[config.mk]
export PLATFORM = sky130hd
export DESIGN_NAME = led_strip_pattern_generator_core
export DESIGN_NICKNAME = d
export VERILOG_FILES = /design/src/rtl/lspg_pkg.sv /design/src/rtl/led_strip_pattern_generator_core.sv /design/src/rtl/lspg_modred.sv
export SDC_FILE = /design/constraint.sdc
export NUM_CORES = 1
export LEC_CHECK = 0
export BUFFER_PORTS_ARGS = -buffer_cell sky130_fd_sc_hd__buf_2
export CAP_MARGIN = 20
export CORE_ASPECT_RATIO = 0.9
export CORE_MARGIN = 2
export CORE_UTILIZATION = 40
export CTS_BUF_LIST = sky130_fd_sc_hd__clkbuf_16
export DETAILED_ROUTE_END_ITERATION = 12
export SYNTH_ARGS = -nofsm -noshare
export SYNTH_HDL_FRONTEND = slang
export SYNTH_SLANG_ARGS = --single-unit
[constraint.sdc]
create_clock -name i_clk -period 6.1 [get_ports i_clk]
set_clock_uncertainty 0.15 [all_clocks]
set_input_delay 0.915 -clock i_clk [delete_from_list [all_inputs] [get_ports i_clk]]
set_output_delay 0.915 -clock i_clk [all_outputs]
set_load 0.01 [all_outputs]
[src/rtl/lspg_pkg.sv]
// Shared constants and types for the LED strip pattern generator.
package lspg_pkg;

    localparam int LED_COUNT_DEF = 32;
    localparam int FRAC_W        = 16;
    localparam int NOW_W         = 32;
    localparam int RATE_W        = 24;
    localparam int PROD_W        = RATE_W + NOW_W;
    localparam int NUM_W         = PROD_W - FRAC_W;
    localparam int MOD_W         = 7;
    localparam int REM_W         = 6;
    localparam int POS_W         = 22;
    localparam int JPOS_W        = 17;
    localparam int JIT_MOD       = 2;
    localparam int CFG_IDX_W     = 3;
    localparam int CFG_DATA_W    = 24;
    localparam int RGB_W         = 24;

    localparam logic [1:0] MODE_SOLID  = 2'd0;
    localparam logic [1:0] MODE_SWEEP  = 2'd1;
    localparam logic [1:0] MODE_JITTER = 2'd2;

    localparam logic [CFG_IDX_W-1:0] CFG_MODE  = 3'd0;
    localparam logic [CFG_IDX_W-1:0] CFG_SOLID = 3'd1;
    localparam logic [CFG_IDX_W-1:0] CFG_FORE  = 3'd2;
    localparam logic [CFG_IDX_W-1:0] CFG_BACK  = 3'd3;
    localparam logic [CFG_IDX_W-1:0] CFG_BLOCK = 3'd4;
    localparam logic [CFG_IDX_W-1:0] CFG_RATE  = 3'd5;

    typedef enum logic [4:0] {
        S_IDLE  = 5'b00001,
        S_MUL   = 5'b00010,
        S_MOD   = 5'b00100,
        S_UPD   = 5'b01000,
        S_EMIT  = 5'b10000
    } t_state;

    typedef enum logic [4:0] {
        RP_IDLE   = 5'b00001,
        RP_FOLD_A = 5'b00010,
        RP_FOLD_B = 5'b00100,
        RP_RECIP  = 5'b01000,
        RP_FIX    = 5'b10000
    } t_red_phase;

    typedef struct packed {
        logic             start;
        logic [NUM_W-1:0] num;
    } t_red_req;

    typedef struct packed {
        logic             done;
        logic [REM_W-1:0] rem;
    } t_red_rsp;

endpackage

[src/rtl/led_strip_pattern_generator_core.sv]
// Top level of the LED strip pattern generator: config, position update and LED beat output.
//
// Each accepted frame request yields LED_COUNT output beats, index 0 first, frame_end on the
// last. Solid mode streams its beats straight away after the idle state that takes the
// request. Sweep and jitter modes first advance their position: the idle state takes the
// request, then come the 24x32 speed-times-elapsed multiply, the remainder unit (two folds, a
// reciprocal multiply and a correction), a wait to see it finish and the update state, then
// the LED beats. A new request is taken once the last beat of a frame sits in the output
// register; output stalls stretch the beat phase cycle for cycle.
module led_strip_pattern_generator_core import lspg_pkg::*; #(
    parameter int LED_COUNT = LED_COUNT_DEF
) (
    input  logic                  i_clk,
    input  logic                  i_rst_n,
    input  logic                  i_cfg_we,
    input  logic [CFG_IDX_W-1:0]  i_cfg_idx,
    input  logic [CFG_DATA_W-1:0] i_cfg_data,
    input  logic                  i_valid,
    output logic                  o_stall,
    input  logic [NOW_W-1:0]      i_now_ms,
    output logic                  o_valid,
    input  logic                  i_stall,
    output logic [5:0]            o_led_index,
    output logic [7:0]            o_red,
    output logic [7:0]            o_green,
    output logic [7:0]            o_blue,
    output logic                  o_frame_end
);

    localparam int              SWEEP_RANGE_I = LED_COUNT * (2 ** FRAC_W);
    localparam int              JIT_RANGE_I   = JIT_MOD * (2 ** FRAC_W);
    localparam logic [23:0]     SWEEP_RANGE   = 24'(SWEEP_RANGE_I);
    localparam logic [23:0]     JIT_RANGE     = 24'(JIT_RANGE_I);
    localparam logic [5:0]      LAST_LED      = 6'(LED_COUNT - 1);
    localparam logic [6:0]      COUNT_7       = 7'(LED_COUNT);

    // config
    logic [1:0]        r_mode;
    logic [RGB_W-1:0]  r_solid, r_fore, r_back;
    logic [7:0]        r_block;
    logic [RATE_W-1:0] r_rate;

    // state
    t_state            r_state, n_state;
    logic [NOW_W-1:0]  r_prior, n_prior;
    logic [POS_W-1:0]  r_sweep_pos, n_sweep_pos;
    logic [JPOS_W-1:0] r_jit_pos, n_jit_pos;
    logic [NOW_W-1:0]  r_now, n_now;
    logic [NOW_W-1:0]  r_elapsed, n_elapsed;
    logic [RATE_W-1:0] r_mag, n_mag;
    logic              r_neg, n_neg;
    logic [PROD_W-1:0] r_prod, n_prod;
    logic [5:0]        r_led, n_led;
    logic [7:0]        r_bcnt, n_bcnt;
    logic              r_qpar, n_qpar;

    // output register
    logic              r_o_valid, n_o_valid;
    logic [5:0]        r_o_idx, n_o_idx;
    logic [RGB_W-1:0]  r_o_rgb, n_o_rgb;
    logic              r_o_end, n_o_end;

    t_red_req          w_req;
    t_red_rsp          w_rsp;

    logic              w_sweep, w_jit, w_accept, w_load, w_last;
    logic [23:0]       w_range, w_pos, w_step, w_sum, w_new;
    logic [6:0]        w_diff, w_off;
    logic [8:0]        w_bnext;
    logic              w_fg;
    logic [RGB_W-1:0]  w_rgb;

    lspg_modred #(
        .MODULUS (LED_COUNT)
    ) u_red (
        .i_clk   (i_clk),
        .i_rst_n (i_rst_n),
        .i_req   (w_req),
        .o_rsp   (w_rsp)
    );

    assign w_sweep  = (r_mode == MODE_SWEEP);
    assign w_jit    = (r_mode == MODE_JITTER);
    assign o_stall  = (r_state != S_IDLE);
    assign w_accept = i_valid && (r_state == S_IDLE);
    assign w_load   = (r_state == S_EMIT) && (!r_o_valid || !i_stall);
    assign w_last   = (r_led == LAST_LED);

    assign w_req.start   = (r_state == S_MUL);
    assign w_req.num     = n_prod[PROD_W-1:FRAC_W];

    // jitter range is two LEDs, so its whole part is bit 0 of the product's integer part
    assign w_range = w_sweep ? SWEEP_RANGE : JIT_RANGE;
    assign w_pos   = w_sweep ? 24'(r_sweep_pos) : 24'(r_jit_pos);
    assign w_step  = w_sweep ? 24'({w_rsp.rem, r_prod[FRAC_W-1:0]}) : 24'(r_prod[FRAC_W:0]);
    assign w_sum   = r_neg ? (w_pos + w_range - w_step) : (w_pos + w_step);
    assign w_new   = (w_sum >= w_range) ? (w_sum - w_range) : w_sum;

    assign w_diff  = {1'b0, r_led} - {1'b0, r_sweep_pos[POS_W-1:FRAC_W]};
    assign w_off   = w_diff[6] ? (w_diff + COUNT_7) : w_diff;
    assign w_bnext = {1'b0, r_bcnt} + 9'd1;

    always_comb begin
        w_fg = 1'b0;
        if (w_sweep) begin
            w_fg = ({1'b0, w_off} < r_block);
        end else if (w_jit) begin
            w_fg = (r_block != 8'd0) && (r_qpar ^ r_jit_pos[FRAC_W]);
        end
        if (w_sweep || w_jit) begin
            w_rgb = w_fg ? r_fore : r_back;
        end else begin
            w_rgb = r_solid;
        end
    end

    always_comb begin
        n_state     = r_state;
        n_prior     = r_prior;
        n_sweep_pos = r_sweep_pos;
        n_jit_pos   = r_jit_pos;
        n_now       = r_now;
        n_elapsed   = r_elapsed;
        n_mag       = r_mag;
        n_neg       = r_neg;
        n_prod      = r_prod;
        n_led       = r_led;
        n_bcnt      = r_bcnt;
        n_qpar      = r_qpar;
        n_o_valid   = r_o_valid;
        n_o_idx     = r_o_idx;
        n_o_rgb     = r_o_rgb;
        n_o_end     = r_o_end;

        if (r_o_valid && !i_stall) begin
            n_o_valid = 1'b0;
        end

        case (r_state)
            S_IDLE: begin
                if (w_accept) begin
                    n_now     = i_now_ms;
                    n_elapsed = i_now_ms - r_prior;
                    n_neg     = r_rate[RATE_W-1];
                    n_mag     = r_rate[RATE_W-1] ? (~r_rate + 1'b1) : r_rate;
                    n_led     = '0;
                    n_bcnt    = '0;
                    n_qpar    = 1'b0;
                    n_state   = (w_sweep || w_jit) ? S_MUL : S_EMIT;
                end
            end
            S_MUL: begin
                n_prod  = r_mag * r_elapsed;
                n_state = S_MOD;
            end
            S_MOD: begin
                if (w_rsp.done) begin
                    n_state = S_UPD;
                end
            end
            S_UPD: begin
                n_prior = r_now;
                if (w_sweep) begin
                    n_sweep_pos = w_new[POS_W-1:0];
                end else begin
                    n_jit_pos = w_new[JPOS_W-1:0];
                end
                n_state = S_EMIT;
            end
            S_EMIT: begin
                if (w_load) begin
                    n_o_valid = 1'b1;
                    n_o_idx   = r_led;
                    n_o_rgb   = w_rgb;
                    n_o_end   = w_last;
                    n_led     = r_led + 1'b1;
                    if (w_bnext == {1'b0, r_block}) begin
                        n_bcnt = '0;
                        n_qpar = ~r_qpar;
                    end else begin
                        n_bcnt = w_bnext[7:0];
                    end
                    if (w_last) begin
                        n_state = S_IDLE;
                    end
                end
            end
            default: begin
                n_state = S_IDLE;
            end
        endcase
    end

    always_ff @(posedge i_clk) begin
        if (!i_rst_n) begin
            r_mode      <= MODE_SOLID;
            r_solid     <= '0;
            r_fore      <= '0;
            r_back      <= '0;
            r_block     <= 8'd1;
            r_rate      <= '0;
            r_state     <= S_IDLE;
            r_prior     <= '0;
            r_sweep_pos <= '0;
            r_jit_pos   <= '0;
            r_o_valid   <= 1'b0;
        end else begin
            if (i_cfg_we) begin
                case (i_cfg_idx)
                    CFG_MODE:  r_mode  <= i_cfg_data[1:0];
                    CFG_SOLID: r_solid <= i_cfg_data[RGB_W-1:0];
                    CFG_FORE:  r_fore  <= i_cfg_data[RGB_W-1:0];
                    CFG_BACK:  r_back  <= i_cfg_data[RGB_W-1:0];
                    CFG_BLOCK: r_block <= i_cfg_data[7:0];
                    CFG_RATE:  r_rate  <= i_cfg_data[RATE_W-1:0];
                    default: ;
                endcase
            end
            r_state     <= n_state;
            r_prior     <= n_prior;
            r_sweep_pos <= n_sweep_pos;
            r_jit_pos   <= n_jit_pos;
            r_o_valid   <= n_o_valid;
        end
    end

    always_ff @(posedge i_clk) begin
        r_now     <= n_now;
        r_elapsed <= n_elapsed;
        r_mag     <= n_mag;
        r_neg     <= n_neg;
        r_prod    <= n_prod;
        r_led     <= n_led;
        r_bcnt    <= n_bcnt;
        r_qpar    <= n_qpar;
        r_o_idx   <= n_o_idx;
        r_o_rgb   <= n_o_rgb;
        r_o_end   <= n_o_end;
    end

    assign o_valid     = r_o_valid;
    assign o_led_index = r_o_idx;
    assign o_red       = r_o_rgb[23:16];
    assign o_green     = r_o_rgb[15:8];
    assign o_blue      = r_o_rgb[7:0];
    assign o_frame_end = r_o_end;

endmodule

[src/rtl/lspg_modred.sv]
// Remainder unit: reduces a wide value modulo a constant by two folds, a reciprocal multiply and a correction.
module lspg_modred import lspg_pkg::*; #(
    parameter int MODULUS = LED_COUNT_DEF
) (
    input  logic     i_clk,
    input  logic     i_rst_n,
    input  t_red_req i_req,
    output t_red_rsp o_rsp
);

    localparam int SPLIT  = 20;
    localparam int FOLD_W = SPLIT + REM_W;
    localparam int SUM_W  = FOLD_W + 1;
    localparam int V_W    = SPLIT + 1;
    localparam int SH     = V_W + REM_W;
    localparam int RCP_W  = SH + 1;
    localparam int QP_W   = V_W + RCP_W;

    localparam logic [REM_W-1:0] FOLD_K = REM_W'((2 ** SPLIT) % MODULUS);
    localparam logic [RCP_W-1:0] RECIP  = RCP_W'(((2 ** SH) + MODULUS - 1) / MODULUS);
    localparam logic [MOD_W-1:0] MOD_C  = MOD_W'(MODULUS);

    t_red_phase        r_phase;
    logic              r_done;
    logic [NUM_W-1:0]  r_x;
    logic [V_W-1:0]    r_q;
    logic [REM_W-1:0]  r_rem;
    logic [FOLD_W-1:0] w_hi;
    logic [SUM_W-1:0]  w_fold;
    logic [QP_W-1:0]   w_qp;
    logic [V_W-1:0]    w_qm;
    logic [V_W-1:0]    w_diff;

    // x mod M == (x_hi * (2^SPLIT mod M) + x_lo) mod M
    assign w_hi   = FOLD_W'(r_x[NUM_W-1:SPLIT]) * FOLD_W'(FOLD_K);
    assign w_fold = SUM_W'(w_hi) + SUM_W'(r_x[SPLIT-1:0]);
    assign w_qp   = QP_W'(r_x[V_W-1:0]) * QP_W'(RECIP);
    assign w_qm   = r_q * V_W'(MOD_C);
    assign w_diff = r_x[V_W-1:0] - w_qm;

    always_ff @(posedge i_clk) begin
        if (!i_rst_n) begin
            r_phase <= RP_IDLE;
            r_done  <= 1'b0;
        end else begin
            r_done <= 1'b0;
            case (r_phase)
                RP_IDLE: begin
                    if (i_req.start) begin
                        r_phase <= RP_FOLD_A;
                    end
                end
                RP_FOLD_A: begin
                    r_phase <= RP_FOLD_B;
                end
                RP_FOLD_B: begin
                    r_phase <= RP_RECIP;
                end
                RP_RECIP: begin
                    r_phase <= RP_FIX;
                end
                RP_FIX: begin
                    r_done  <= 1'b1;
                    r_phase <= RP_IDLE;
                end
                default: begin
                    r_phase <= RP_IDLE;
                end
            endcase
        end
    end

    always_ff @(posedge i_clk) begin
        case (r_phase)
            RP_IDLE: begin
                if (i_req.start) begin
                    r_x <= i_req.num;
                end
            end
            RP_FOLD_A, RP_FOLD_B: begin
                r_x <= NUM_W'(w_fold);
            end
            RP_RECIP: begin
                r_q <= w_qp[SH +: V_W];
            end
            RP_FIX: begin
                r_rem <= w_diff[REM_W-1:0];
            end
            default: ;
        endcase
    end

    assign o_rsp.done = r_done;
    assign o_rsp.rem  = r_rem;

endmodule
==> summary.md <==
| Metric | Value |
|---|---|
| Outcome | `complete, but fails checks` |
| Failing checks | `setup timing` |
| Synth unique cells | `around 80` |
| Clock tree sinks | `326` |
| Primary FF master, synth | `dfxtp_1` |
| Critical Path Start Type | `flip-flop` |
| CTS Buf Count | `37` |
| Finished Core Util | `47.9%` |
| Family with the most delay on the worst path | `adder cells` |
| Arrival @ worst endpoint | `about 6.3 ns` |
| Required @ worst endpoint | `6.21 ns` |
| Relative slew slack | `between 20 and 30%` |
| Post-synth EDFFs | `between 100 and 150` |
| Reg area | `about 8000 µm²` |
| Synth warn | `0` |
| Row cnt | `85` |
| Top-level port count | `97` |
| CP peak stage delay | `about 0.53 ns` |
| Vias | `18900` |
| Die height | `between 200 and 250 µm` |
| Post-route worst setup slack | `-0.0933 ns` |
| RSZ-0062 raised after global routing | `true` |
| WP depth | `22` |
| Worst min path class | `flip-flop to flip-flop` |
| Crit-path max FO | `5` |
| CP Cell Sequence | `buf_4, buf_6, and2_4, fa_1, inv_1, fa_1, fa_1, inv_1, ha_2, fa_1, fa_1, inv_1, fa_1, inv_1, ha_2, or3_1, a2111o_1, and2_4, a21o_1, a21oi_2, xor2_1, o21ai_1` |
| Largest net degree at the start of global routing | `about 100` |
| Die Wd | `around 260 µm` |
| Worst Tran Pin Value | `roughly 1.1 ns` |
| Commonest non-fill, non-tap cell in the layout | `nand2_1` |
| Hold Startpoint | `u_red.r_x[2]` |
| Worst-path clk slew | `~0.070 ns` |
| Flops & latches, synth | `approximately 330` |
| Vias in the first global route | `19500` |
| Tcrit/Tclk final | `102%` |
| RR Startpoint | `r_mag[5]` |
| Syn_nets | `approximately 3100` |
| DR pass1 iterations | `5` |
| Most frequent cells in the layout | `484 x nand2_1, 312 x inv_1, 194 x a21oi_1, 182 x dfxtp_1, 176 x buf_4` |
| Async S/R FF share, synth | `0%` |
| CTS root buf | `clkbuf_16` |
| Vias per Instance | `around 5` |
| CTS tree | `done` |
| Share of layout cells above drive strength 1 | `16.9%` |
| Tmin final | `around 6.2 ns` |
| Initial DRC Count | `1120` |
| Syn Area/Cell | `9.03 µm²` |
| Post-route ant nets | `0` |
| Drt wl/cell | `15.9 µm` |
| Cells after synthesis | `2702` |
| Port bufs | `86` |
| CP max stage cell | `fa_1` |
| Post-Syn Area | `roughly 24000 µm²` |
| CP bufs+invs | `6` |
| Clk_lat worst skew | `0.56 ns` |
| H-tree levels | `2` |
| Area of the multi-input gates | `15400 µm²` |
| Clock buffer depth | `3` |
| Sequential share of the synthesized area | `32.6%` |
| GR Util All Layers | `between 10% and 20%` |
| Critical Path Most Common Cell | `fa_1` |
| Achievable Freq | `161 MHz` |
| Final Max Tran Viols | `0` |
| Max_cap viols | `0` |
| Hpwl dp | `44600 µm` |
| CP Class | `flip-flop to flip-flop` |
| Starting density of the core | `40.6%` |
| Filler instances | `5595` |
| Setup violators final | `4` |
| Fin. Hold Viols | `0` |
| Hold Crit Depth | `0` |
| Global route overflow | `0` |
| Initial antenna violation count | `5` |
| Final wirelength | `roughly 60000 µm` |
| DRC Markers | `0` |
| Die area | `between 60000 and 70000 µm²` |
| Worst Setup End Kind | `flip-flop` |
| CP startpoint | `r_mag[5]` |
| Layout area overhead | `18.0%` |
| First-pass GRT wire length | `around 98000 µm` |
| Final nets | `approximately 3300` |
| RePlAce Congestion | `roughly 0.86` |
| Reg2Reg Depth | `22` |
| CORE AREA | `60100 µm²` |
-- metrics by stage --
stage | worst slack, ns | hold slack [ns] | instance area (µm²) | TNS (ns) | std cells
6_report | -0.0933 | 0.268 | 28800 | -0.193 | 3735
3_3_place_gp | -0.302 | 0.252 | 26600 | -2.20 | 3608
3_5_place_dp | -0.344 | 0.257 | 26600 | -3.04 | 3609
4_1_cts | -0.0919 | 0.270 | 28400 | -0.339 | 3720
2_1_floorplan | -0.0349 | 0.250 | 24400 | -0.0349 | 2702
5_1_grt | -0.331 | 0.271 | 28800 | -2.20 | 3735
-- sequential cells by signal, summed over array words and instances (netlist names), 23 cells and up --
register,cells
r_fore,24
r_back,24
r_rate,23
r_o_rgb,24
r_solid,24
-- Yosys cell counts (18+ instances only) --
master	instances	share of area (%)
nand2_1	488	7.5
inv_1	320	4.9
a21oi_1	202	4.1
dfxtp_1	184	15
ha_1	184	9.4
fa_1	178	15
edfxtp_1	142	17
and2_1	133	3.4
nor2_1	132	2.0
clkbuf_1	103	1.6
xnor2_1	102	3.7
o21ai_0	64	1.3
xor2_1	43	1.5
mux2i_1	35	1.4
nor3_1	29	0.59
nand3_1	28	0.57
a211oi_1	24	0.74
a21o_1	22	0.68
nand2b_1	21	0.54
nor2b_1	20	0.51
or3_1	20	0.51
mux2_2	18	0.83
-- kinds of logic after synthesis --
kind of cell	count (synthesis)	synth area share [%]
buffers and inverters	432	6.67
flip-flops	326	32.6
AO/OA/AOI/OAI	444	11.3
AND/OR/NAND/NOR	937	17.7
multiplexers	56	2.51
XOR/XNOR	145	5.20
adder cells (fa/ha/maj)	362	24.0
-- per-layer routing --
| layer | GRT usage [%] | vias to the layer above | part of all wire, % |
|---|---|---|---|
| li1 | - | 9337 | - |
| met1 | 25.0 | 9116 | 45 |
| met2 | 32.9 | 360 | 48 |
| met3 | 2.39 | 84 | 4.2 |
| met4 | 5.49 | 6 | 2.4 |
| met5 | 0 | - | 0.084 |
-- what timing repair did --
action,in CTS,in global routing
hold buffers,0,0
pin swaps,77,49
hold endpoints to repair,0,0
gates cloned,1,0
setup endpoints to repair,17,17
setup buffers,42,15
gates resized for setup,82,62
-- worst reg2reg max path, stage by stage, from the launching register on --
cell and delay, ns:
edfxtp_1 0.42, buf_4 0.18, buf_6 0.12, and2_4 0.15, fa_1 0.53, inv_1 0.05
fa_1 0.47, fa_1 0.49, inv_1 0.04, ha_2 0.17, fa_1 0.47, fa_1 0.51
inv_1 0.05, fa_1 0.48, inv_1 0.05, ha_2 0.16, or3_1 0.36, a2111o_1 0.34
and2_4 0.16, a21o_1 0.16, a21oi_2 0.13, xor2_1 0.15, o21ai_1 0.09
-- final cells by class --
cell class              count  share of cell area (%)
multi-input cells        1944                    53.4
flip-flops and latches    326                    27.6
repair buffers            290                    7.46
inverters                 323                    4.22
well taps                 783                    3.40
clock buffers              38                    3.30
clock inverters            30                   0.621
diodes                      1                 0.00869
-- path summary, 6_finish.rpt --
check / slack [ns] / end
max: -0.09 / u_red.r_x[1]
min: 0.27 / u_red.r_rem[2]
max reg2reg: -0.09 / u_red.r_x[1]
min reg2reg: 0.27 / u_red.r_rem[2]
Power is left out: the tool's default activity adds up to more than one toggle a clock period on the data nets, which glitch-free logic cannot reach.
